--- config.mk ---
export PLATFORM = sky130hd
export DESIGN_NAME = binomial_coefficient_unit
export DESIGN_NICKNAME = d
export VERILOG_FILES = /design/src/rtl/bc_pkg.sv /design/src/rtl/binomial_coefficient_unit.sv /design/src/rtl/bc_sequencer.sv /design/src/rtl/bc_datapath.sv
export SDC_FILE = /design/constraint.sdc
export NUM_CORES = 2
export LEC_CHECK = 0
export ABC_AREA = 1
export BUFFER_PORTS_ARGS = -buffer_cell sky130_fd_sc_hd__buf_2
export CORE_MARGIN = 4
export CORE_UTILIZATION = 50
export CTS_CLUSTER_DIAMETER = 80
export DETAILED_ROUTE_END_ITERATION = 12
export PLACE_DENSITY = 0.67
export SYNTH_ARGS = -nofsm -noshare
export SYNTH_HDL_FRONTEND = slang
export SYNTH_SLANG_ARGS = --single-unit
--- constraint.sdc ---
create_clock -name clk_i -period 26.5 [get_ports clk_i]
set_clock_uncertainty 0.1 [all_clocks]
set_input_delay 5.3 -clock clk_i [delete_from_list [all_inputs] [get_ports clk_i]]
set_output_delay 5.3 -clock clk_i [all_outputs]
set_load 0.01 [all_outputs]
--- src/rtl/bc_pkg.sv ---
`timescale 1ns / 1ps
`default_nettype none

package bc_pkg;

  // Default width of the n and r operands used inside the block.
  localparam int unsigned N_WIDTH_DEF = 8;

  // Width of the input ports, fixed by the interface.
  localparam int unsigned FIELD_W = 8;

  // Width of the result value.
  localparam int unsigned COEF_W = 64;

  // Quotient bits retired per division cycle.
  localparam int unsigned DIV_STEP = 8;

  // Microprogram counter.
  localparam int unsigned PC_W = 3;
  typedef logic [PC_W-1:0] pc_t;

  localparam pc_t PC_IDLE   = 3'd0;
  localparam pc_t PC_SETUP  = 3'd1;
  localparam pc_t PC_LOOP   = 3'd2;
  localparam pc_t PC_MUL    = 3'd3;
  localparam pc_t PC_DIV    = 3'd4;
  localparam pc_t PC_UPDATE = 3'd5;
  localparam pc_t PC_FINISH = 3'd6;
  localparam pc_t PC_RETURN = 3'd7;

  typedef enum logic [2:0] {
    OP_NONE,
    OP_LOAD,
    OP_SETUP,
    OP_MUL,
    OP_DIV,
    OP_UPDATE,
    OP_FINISH
  } op_e;

  typedef enum logic [2:0] {
    COND_NEVER,
    COND_ALWAYS,
    COND_NO_INPUT,
    COND_INVALID,
    COND_LOOP_DONE,
    COND_DIV_MORE,
    COND_NO_OVF,
    COND_OUT_BUSY
  } cond_e;

  // One microinstruction: datapath operation, jump condition, jump target.
  typedef struct packed {
    op_e   op;
    cond_e cond;
    pc_t   target;
  } ctrl_word_t;

  // Sequencer to datapath.
  typedef struct packed {
    op_e  op;
    logic in_ready;
  } seq_ctrl_t;

  // Datapath to sequencer: jump conditions.
  typedef struct packed {
    logic in_valid;
    logic invalid;
    logic loop_done;
    logic div_more;
    logic no_ovf;
    logic out_busy;
  } dp_status_t;

  // Microprogram. A taken jump goes to target, otherwise to the next step.
  function automatic ctrl_word_t rom_word(input pc_t pc);
    ctrl_word_t w;
    unique case (pc)
      PC_IDLE:   w = '{op: OP_LOAD,   cond: COND_NO_INPUT,  target: PC_IDLE};
      PC_SETUP:  w = '{op: OP_SETUP,  cond: COND_INVALID,   target: PC_FINISH};
      PC_LOOP:   w = '{op: OP_NONE,   cond: COND_LOOP_DONE, target: PC_FINISH};
      PC_MUL:    w = '{op: OP_MUL,    cond: COND_NEVER,     target: PC_IDLE};
      PC_DIV:    w = '{op: OP_DIV,    cond: COND_DIV_MORE,  target: PC_DIV};
      PC_UPDATE: w = '{op: OP_UPDATE, cond: COND_NO_OVF,    target: PC_LOOP};
      PC_FINISH: w = '{op: OP_FINISH, cond: COND_OUT_BUSY,  target: PC_FINISH};
      PC_RETURN: w = '{op: OP_NONE,   cond: COND_ALWAYS,    target: PC_IDLE};
      default:   w = '{op: OP_NONE,   cond: COND_ALWAYS,    target: PC_IDLE};
    endcase
    return w;
  endfunction

endpackage

`default_nettype wire

--- src/rtl/binomial_coefficient_unit.sv ---
// Binomial coefficient unit: returns C(n, r) for one (n, r) pair.
// Input channel: in_valid_i / in_ready_o with n_i, r_i. One transfer per pair;
//   in_ready_o is high only while the sequencer sits at its idle step.
// Output channel: out_valid_o / out_ready_i with coefficient_o, overflow_o,
//   invalid_o. One result transfer per input transfer, in order.
// Invalid pairs (n < r, n == 0 or r == 0) give zero with invalid_o set; a
//   result above 64 bits gives all ones with overflow_o set.
// Each pair is worked by setup and then, with k = min(r, n - r), a loop of
//   k passes of a loop-control step, a multiply step, a repeated divide step
//   and an update step, then a finish step. An invalid pair goes from setup
//   straight to finish; an overflow ends the loop early. One pair is worked
//   at a time, so the next input transfer is taken only after the last pair
//   has passed its finish step.
// A finished result sits in the output register; if the receiver stalls, the
//   next pair is still taken and worked, and its finish step waits there
//   until the output register frees up.
// Reset (rst_ni low, asynchronous) returns the sequencer to idle and drops
//   out_valid_o; no clearing pass is needed.
`timescale 1ns / 1ps
`default_nettype none

module binomial_coefficient_unit #(
  parameter int unsigned N_WIDTH = bc_pkg::N_WIDTH_DEF
) (
  input  wire                        clk_i,
  input  wire                        rst_ni,
  input  wire                        in_valid_i,
  output logic                       in_ready_o,
  input  wire  [bc_pkg::FIELD_W-1:0] n_i,
  input  wire  [bc_pkg::FIELD_W-1:0] r_i,
  output logic                       out_valid_o,
  input  wire                        out_ready_i,
  output logic [bc_pkg::COEF_W-1:0]  coefficient_o,
  output logic                       overflow_o,
  output logic                       invalid_o
);

  bc_pkg::seq_ctrl_t  ctrl;
  bc_pkg::dp_status_t status;

  // Microcode ROM, step counter and jump logic.
  bc_sequencer u_seq (
    .clk_i    (clk_i),
    .rst_ni   (rst_ni),
    .status_i (status),
    .ctrl_o   (ctrl)
  );

  // Accumulator, multiplier, radix-256 divider and output register.
  bc_datapath #(
    .N_WIDTH (N_WIDTH)
  ) u_dp (
    .clk_i         (clk_i),
    .rst_ni        (rst_ni),
    .ctrl_i        (ctrl),
    .status_o      (status),
    .in_valid_i    (in_valid_i),
    .n_i           (n_i),
    .r_i           (r_i),
    .out_valid_o   (out_valid_o),
    .out_ready_i   (out_ready_i),
    .coefficient_o (coefficient_o),
    .overflow_o    (overflow_o),
    .invalid_o     (invalid_o)
  );

  assign in_ready_o = ctrl.in_ready;

endmodule

`default_nettype wire

--- src/rtl/bc_sequencer.sv ---
`timescale 1ns / 1ps
`default_nettype none

module bc_sequencer (
  input  wire                clk_i,
  input  wire                rst_ni,
  input  bc_pkg::dp_status_t status_i,
  output bc_pkg::seq_ctrl_t  ctrl_o
);

  bc_pkg::pc_t        pc_q, pc_d;
  bc_pkg::ctrl_word_t word;
  logic               take;

  assign word = bc_pkg::rom_word(pc_q);

  always_comb begin
    unique case (word.cond)
      bc_pkg::COND_NEVER:     take = 1'b0;
      bc_pkg::COND_ALWAYS:    take = 1'b1;
      bc_pkg::COND_NO_INPUT:  take = ~status_i.in_valid;
      bc_pkg::COND_INVALID:   take = status_i.invalid;
      bc_pkg::COND_LOOP_DONE: take = status_i.loop_done;
      bc_pkg::COND_DIV_MORE:  take = status_i.div_more;
      bc_pkg::COND_NO_OVF:    take = status_i.no_ovf;
      bc_pkg::COND_OUT_BUSY:  take = status_i.out_busy;
      default:                take = 1'b1;
    endcase
  end

  always_comb begin
    pc_d = take ? word.target : pc_q + bc_pkg::pc_t'(1);
  end

  always_ff @(posedge clk_i or negedge rst_ni) begin
    if (!rst_ni) begin
      pc_q <= bc_pkg::PC_IDLE;
    end else begin
      pc_q <= pc_d;
    end
  end

  assign ctrl_o.op       = word.op;
  assign ctrl_o.in_ready = (pc_q == bc_pkg::PC_IDLE);

endmodule

`default_nettype wire

--- src/rtl/bc_datapath.sv ---
`timescale 1ns / 1ps
`default_nettype none

module bc_datapath #(
  parameter int unsigned N_WIDTH = bc_pkg::N_WIDTH_DEF
) (
  input  wire                              clk_i,
  input  wire                              rst_ni,
  input  bc_pkg::seq_ctrl_t                ctrl_i,
  output bc_pkg::dp_status_t               status_o,
  input  wire                              in_valid_i,
  input  wire  [bc_pkg::FIELD_W-1:0]       n_i,
  input  wire  [bc_pkg::FIELD_W-1:0]       r_i,
  output logic                             out_valid_o,
  input  wire                              out_ready_i,
  output logic [bc_pkg::COEF_W-1:0]        coefficient_o,
  output logic                             overflow_o,
  output logic                             invalid_o
);

  localparam int unsigned IW      = N_WIDTH;
  localparam int unsigned CW      = bc_pkg::COEF_W;
  localparam int unsigned STEP    = bc_pkg::DIV_STEP;
  // Product / quotient register, padded to whole division cycles.
  localparam int unsigned DW      = ((CW + IW + STEP - 1) / STEP) * STEP;
  localparam int unsigned DIV_CYC = DW / STEP;
  localparam int unsigned CNT_W   = $clog2(DIV_CYC);

  logic [15:0]       n_ext, r_ext;
  logic [IW-1:0]     n_m, r_m;

  logic [IW-1:0]     n_q, r_q, k_q, base_q, i_q;
  logic [IW-1:0]     rem_q;
  logic [CW-1:0]     acc_q;
  logic [DW-1:0]     quo_q;
  logic [CNT_W-1:0]  cnt_q;
  logic              ovf_q, inv_q;

  logic              out_valid_q;
  logic [CW-1:0]     coef_q;
  logic              out_ovf_q, out_inv_q;

  logic              invalid_c;
  logic [IW-1:0]     nmr_c, k_c, num_c;
  logic [DW-1:0]     prod_c;
  logic [DW-1:0]     dq_c;
  logic [IW:0]       dr_c;
  logic              hi_nz_c;
  logic              out_busy_c;
  logic              finish_c;

  // Operands keep only their low N_WIDTH bits.
  assign n_ext = 16'(n_i);
  assign r_ext = 16'(r_i);
  assign n_m   = n_ext[IW-1:0];
  assign r_m   = r_ext[IW-1:0];

  assign invalid_c = (n_q == '0) || (r_q == '0) || (n_q < r_q);
  assign nmr_c     = n_q - r_q;
  assign k_c       = (r_q < nmr_c) ? r_q : nmr_c;
  assign num_c     = base_q + i_q;
  assign prod_c    = DW'(acc_q) * DW'(num_c);
  assign hi_nz_c   = (quo_q[DW-1:CW] != '0);

  // Restoring division, several quotient bits per cycle; remainder stays narrow.
  always_comb begin
    dq_c = quo_q;
    dr_c = {1'b0, rem_q};
    for (int s = 0; s < STEP; s++) begin
      dr_c = {dr_c[IW-1:0], dq_c[DW-1]};
      dq_c = {dq_c[DW-2:0], 1'b0};
      if (dr_c >= {1'b0, i_q}) begin
        dr_c    = dr_c - {1'b0, i_q};
        dq_c[0] = 1'b1;
      end
    end
  end

  assign out_busy_c = out_valid_q & ~out_ready_i;
  assign finish_c   = (ctrl_i.op == bc_pkg::OP_FINISH) && !out_busy_c;

  always_ff @(posedge clk_i) begin
    unique case (ctrl_i.op)
      bc_pkg::OP_LOAD: begin
        if (in_valid_i) begin
          n_q <= n_m;
          r_q <= r_m;
        end
      end
      bc_pkg::OP_SETUP: begin
        k_q    <= k_c;
        base_q <= n_q - k_c;
        acc_q  <= CW'(1);
        i_q    <= IW'(1);
        ovf_q  <= 1'b0;
        inv_q  <= invalid_c;
      end
      bc_pkg::OP_MUL: begin
        quo_q <= prod_c;
        rem_q <= '0;
        cnt_q <= '0;
      end
      bc_pkg::OP_DIV: begin
        quo_q <= dq_c;
        rem_q <= dr_c[IW-1:0];
        cnt_q <= cnt_q + CNT_W'(1);
      end
      bc_pkg::OP_UPDATE: begin
        acc_q <= quo_q[CW-1:0];
        i_q   <= i_q + IW'(1);
        if (hi_nz_c) begin
          ovf_q <= 1'b1;
        end
      end
      bc_pkg::OP_FINISH: begin
        if (finish_c) begin
          coef_q    <= inv_q ? '0 : (ovf_q ? '1 : acc_q);
          out_ovf_q <= ~inv_q & ovf_q;
          out_inv_q <= inv_q;
        end
      end
      default: begin
      end
    endcase
  end

  always_ff @(posedge clk_i or negedge rst_ni) begin
    if (!rst_ni) begin
      out_valid_q <= 1'b0;
    end else if (finish_c) begin
      out_valid_q <= 1'b1;
    end else if (out_ready_i) begin
      out_valid_q <= 1'b0;
    end
  end

  assign status_o.in_valid  = in_valid_i;
  assign status_o.invalid   = invalid_c;
  assign status_o.loop_done = (i_q > k_q);
  assign status_o.div_more  = (cnt_q != CNT_W'(DIV_CYC - 1));
  assign status_o.no_ovf    = ~hi_nz_c;
  assign status_o.out_busy  = out_busy_c;

  assign out_valid_o   = out_valid_q;
  assign coefficient_o = coef_q;
  assign overflow_o    = out_ovf_q;
  assign invalid_o     = out_inv_q;

endmodule

`default_nettype wire

==> flow_summary.json <==
{
  "outcome": "complete, no violations",
  "chipWidth_um": 255,
  "cts_buffer_depth": 3,
  "yosys-top-cells-area": "edfxtp_1, fa_1, inv_1, nand2_1, ha_1",
  "ys_seq_elements": 260,
  "rows": 90,
  "drtPass1Iterations": 6,
  "holdCritPathClass": "register to register",
  "syn_area_um2": 30500,
  "dieHeight_um": 255,
  "syn_inst": 3667,
  "critPathRequiredTime_ps": 26690,
  "drt-vias-per-instance": 5.35,
  "drcViolationCount": 0,
  "wl_per_cell_um": 17.8,
  "area_growth_pct": 8.11,
  "cts_setup_buffers": 0,
  "path_buf_inv": 14,
  "layout_commonest_cell": "inv_1",
  "drt-initial-drc-count": 1564,
  "portBuffers": 87,
  "synth-async-reset-ratio": 0.0154,
  "drv_cap": 0,
  "synth.largest_area_cell": "edfxtp_1",
  "synth-edff-count": 256,
  "syn_nets": 4271,
  "worstRegToRegCells": 100,
  "maxClockFrequency_mhz": 61.2,
  "grt_max_degree": 73,
  "yosys_warnings": 0,
  "grt_use_total": 0.254,
  "start_util": 0.506,
  "mostFrequentLayoutCells": "inv_1, nand2_1, nor2_1, fa_1, edfxtp_1",
  "ys.flop_type": "edfxtp_1",
  "dp_hpwl_mm": 62.9,
  "vias": 24200,
  "root_buffer": "clkbuf_16",
  "setup_tns_ps": 0,
  "grt_pass1_wl_mm": 131,
  "crit_slowest_cell": "edfxtp_1",
  "ys_seq_area_frac": 0.255,
  "final_nets": 4325,
  "ff_latch_area_um2": 7790,
  "totalWireLength_mm": 80.5,
  "yosysUniqueCellTypes": 56,
  "finalMaxSlewViolations": 0,
  "whs_ps": 429,
  "yosysTopAreaCellShare": 0.252,
  "setup_ws_ps": 10160,
  "syn_area_per_cell_um2": 8.32,
  "overflow": 0,
  "cp_common_cell": "nand2_1",
  "dpl_worst_slack_ps": 10160,
  "gp_congestion": 0.963,
  "finalSetupViolCount": 0,
  "postLayoutCellArea_um2": 33000,
  "coreArea_um2": 60400,
  "cts_tree": "done",
  "clock_latency_ps": 560,
  "period_share": 0.617,
  "antenna_found_initial": 0,
  "fillers": 5614,
  "slew-limit-headroom": 0.222,
  "cts_resized": 0,
  "hold_depth": 1,
  "ios": 88,
  "drive_above_1_share": 0.0691,
  "dpl-instance-area_um2": 31700,
  "tightest_slew_ps": 1160,
  "die-area_um2": 65000,
  "hold_buffers": 0,
  "worst-path-max-fanout": 15,
  "rsz0062_at_grt": "no",
  "clock_sinks": 260,
  "path_class": "register to register",
  "slowest_delay_ps": 830,
  "start_kind": "register",
  "endpoint_kind": "register",
  "grt_pass1_vias": 24800,
  "arrival_ps": 16540,
  "hold_viol_final": 0,
  "diodes": 0,
  "htree_num_levels": 2,
  "path_clk_slew_ps": 60,
  "worst-path-stages": 100,
  "multi_input_area_um2": 19500,
  "ant_nets": 0,
  "cts_buffers": 37,
  "layout_min_cycle_time_ps": 16340,
  "crit_family": "simple AND/OR/NAND/NOR gates"
}
==> area by class of cell <==
type                    count  share of cell area
multi-input cells        2552               0.592
flip-flops and latches    260               0.236
inverters                 759              0.0864
clock buffers              44              0.0302
well taps                 782              0.0297
repair buffers            111              0.0187
clock inverters            23             0.00743
==> layer usage <==
metal | wire (um) | track usage
met5 | 0 | 0
met1 | 34800 | 0.352
met2 | 38500 | 0.426
met3 | 4980 | 0.0348
met4 | 2200 | 0.0701
==> logic make-up after synthesis <==
kind of cell / synth area share
adder cells (fa/ha/maj): 0.334
XOR/XNOR: 0.0316
buffers and inverters: 0.107
AND/OR/NAND/NOR: 0.181
flip-flops: 0.255
AO/OA/AOI/OAI: 0.0921
==> flip-flops by register name, summed over array words and instances, names as in the netlist <==
register / count
u_dp.ovf_q: 1
u_dp.out_valid_o: 1
u_dp.overflow_o: 1
u_seq.pc_q: 3
u_dp.n_q: 8
u_dp.base_q: 8
u_dp.rem_q: 8
u_dp.r_q: 8
u_dp.inv_q: 1
u_dp.quo_q: 72
u_dp.k_q: 8
u_dp.invalid_o: 1
u_dp.i_q: 8
u_dp.cnt_q: 4
u_dp.acc_q: 64
u_dp.coefficient_o: 64
==> synth_stat cells (6+ instances only) <==
library cell  instances
o21bai_1             10
clkbuf_1             83
xnor2_1              53
o21ai_0             135
ha_1                201
o21a_1               15
inv_2                18
nand2_1             724
nand3_1              58
nor4_1                9
nor2_1              447
edfxtp_1            256
nand4_1              26
inv_1               739
o21ai_1              26
or2_2                25
a21oi_1             240
a31oi_1              42
buf_1                 6
nand2_2               6
fa_1                383
xor2_1               57
o211ai_1              8
nor3_1               18
==> metrics by stage <==
step,std cells,util
after global placement,4464,0.526
after global routing,4531,0.547
after detailed placement,4464,0.526
final,4531,0.547
after floorplan,3667,-
after CTS,4531,0.547
==> final timing paths <==
check	startpoint	end	slack (ps)
worst max-delay path	u_dp.i_q[1]$_SDFFCE_PN0P_	u_dp.quo_q[0]$_DFFE_PP_	10160
worst min-delay path	u_seq.pc_q[0]$_DFF_PN0_	u_seq.pc_q[0]$_DFF_PN0_	430
worst max register to register	u_dp.i_q[1]$_SDFFCE_PN0P_	u_dp.quo_q[0]$_DFFE_PP_	10160
worst min register to register	u_seq.pc_q[0]$_DFF_PN0_	u_seq.pc_q[0]$_DFF_PN0_	430
max in group asynchronous	rst_ni	u_seq.pc_q[0]$_DFF_PN0_	21740
min in group asynchronous	rst_ni	u_dp.out_valid_o$_DFFE_PN0P_	4440
Power is not shown: default switching activity piles up to over one toggle a cycle in this logic, so the estimate is an artifact.
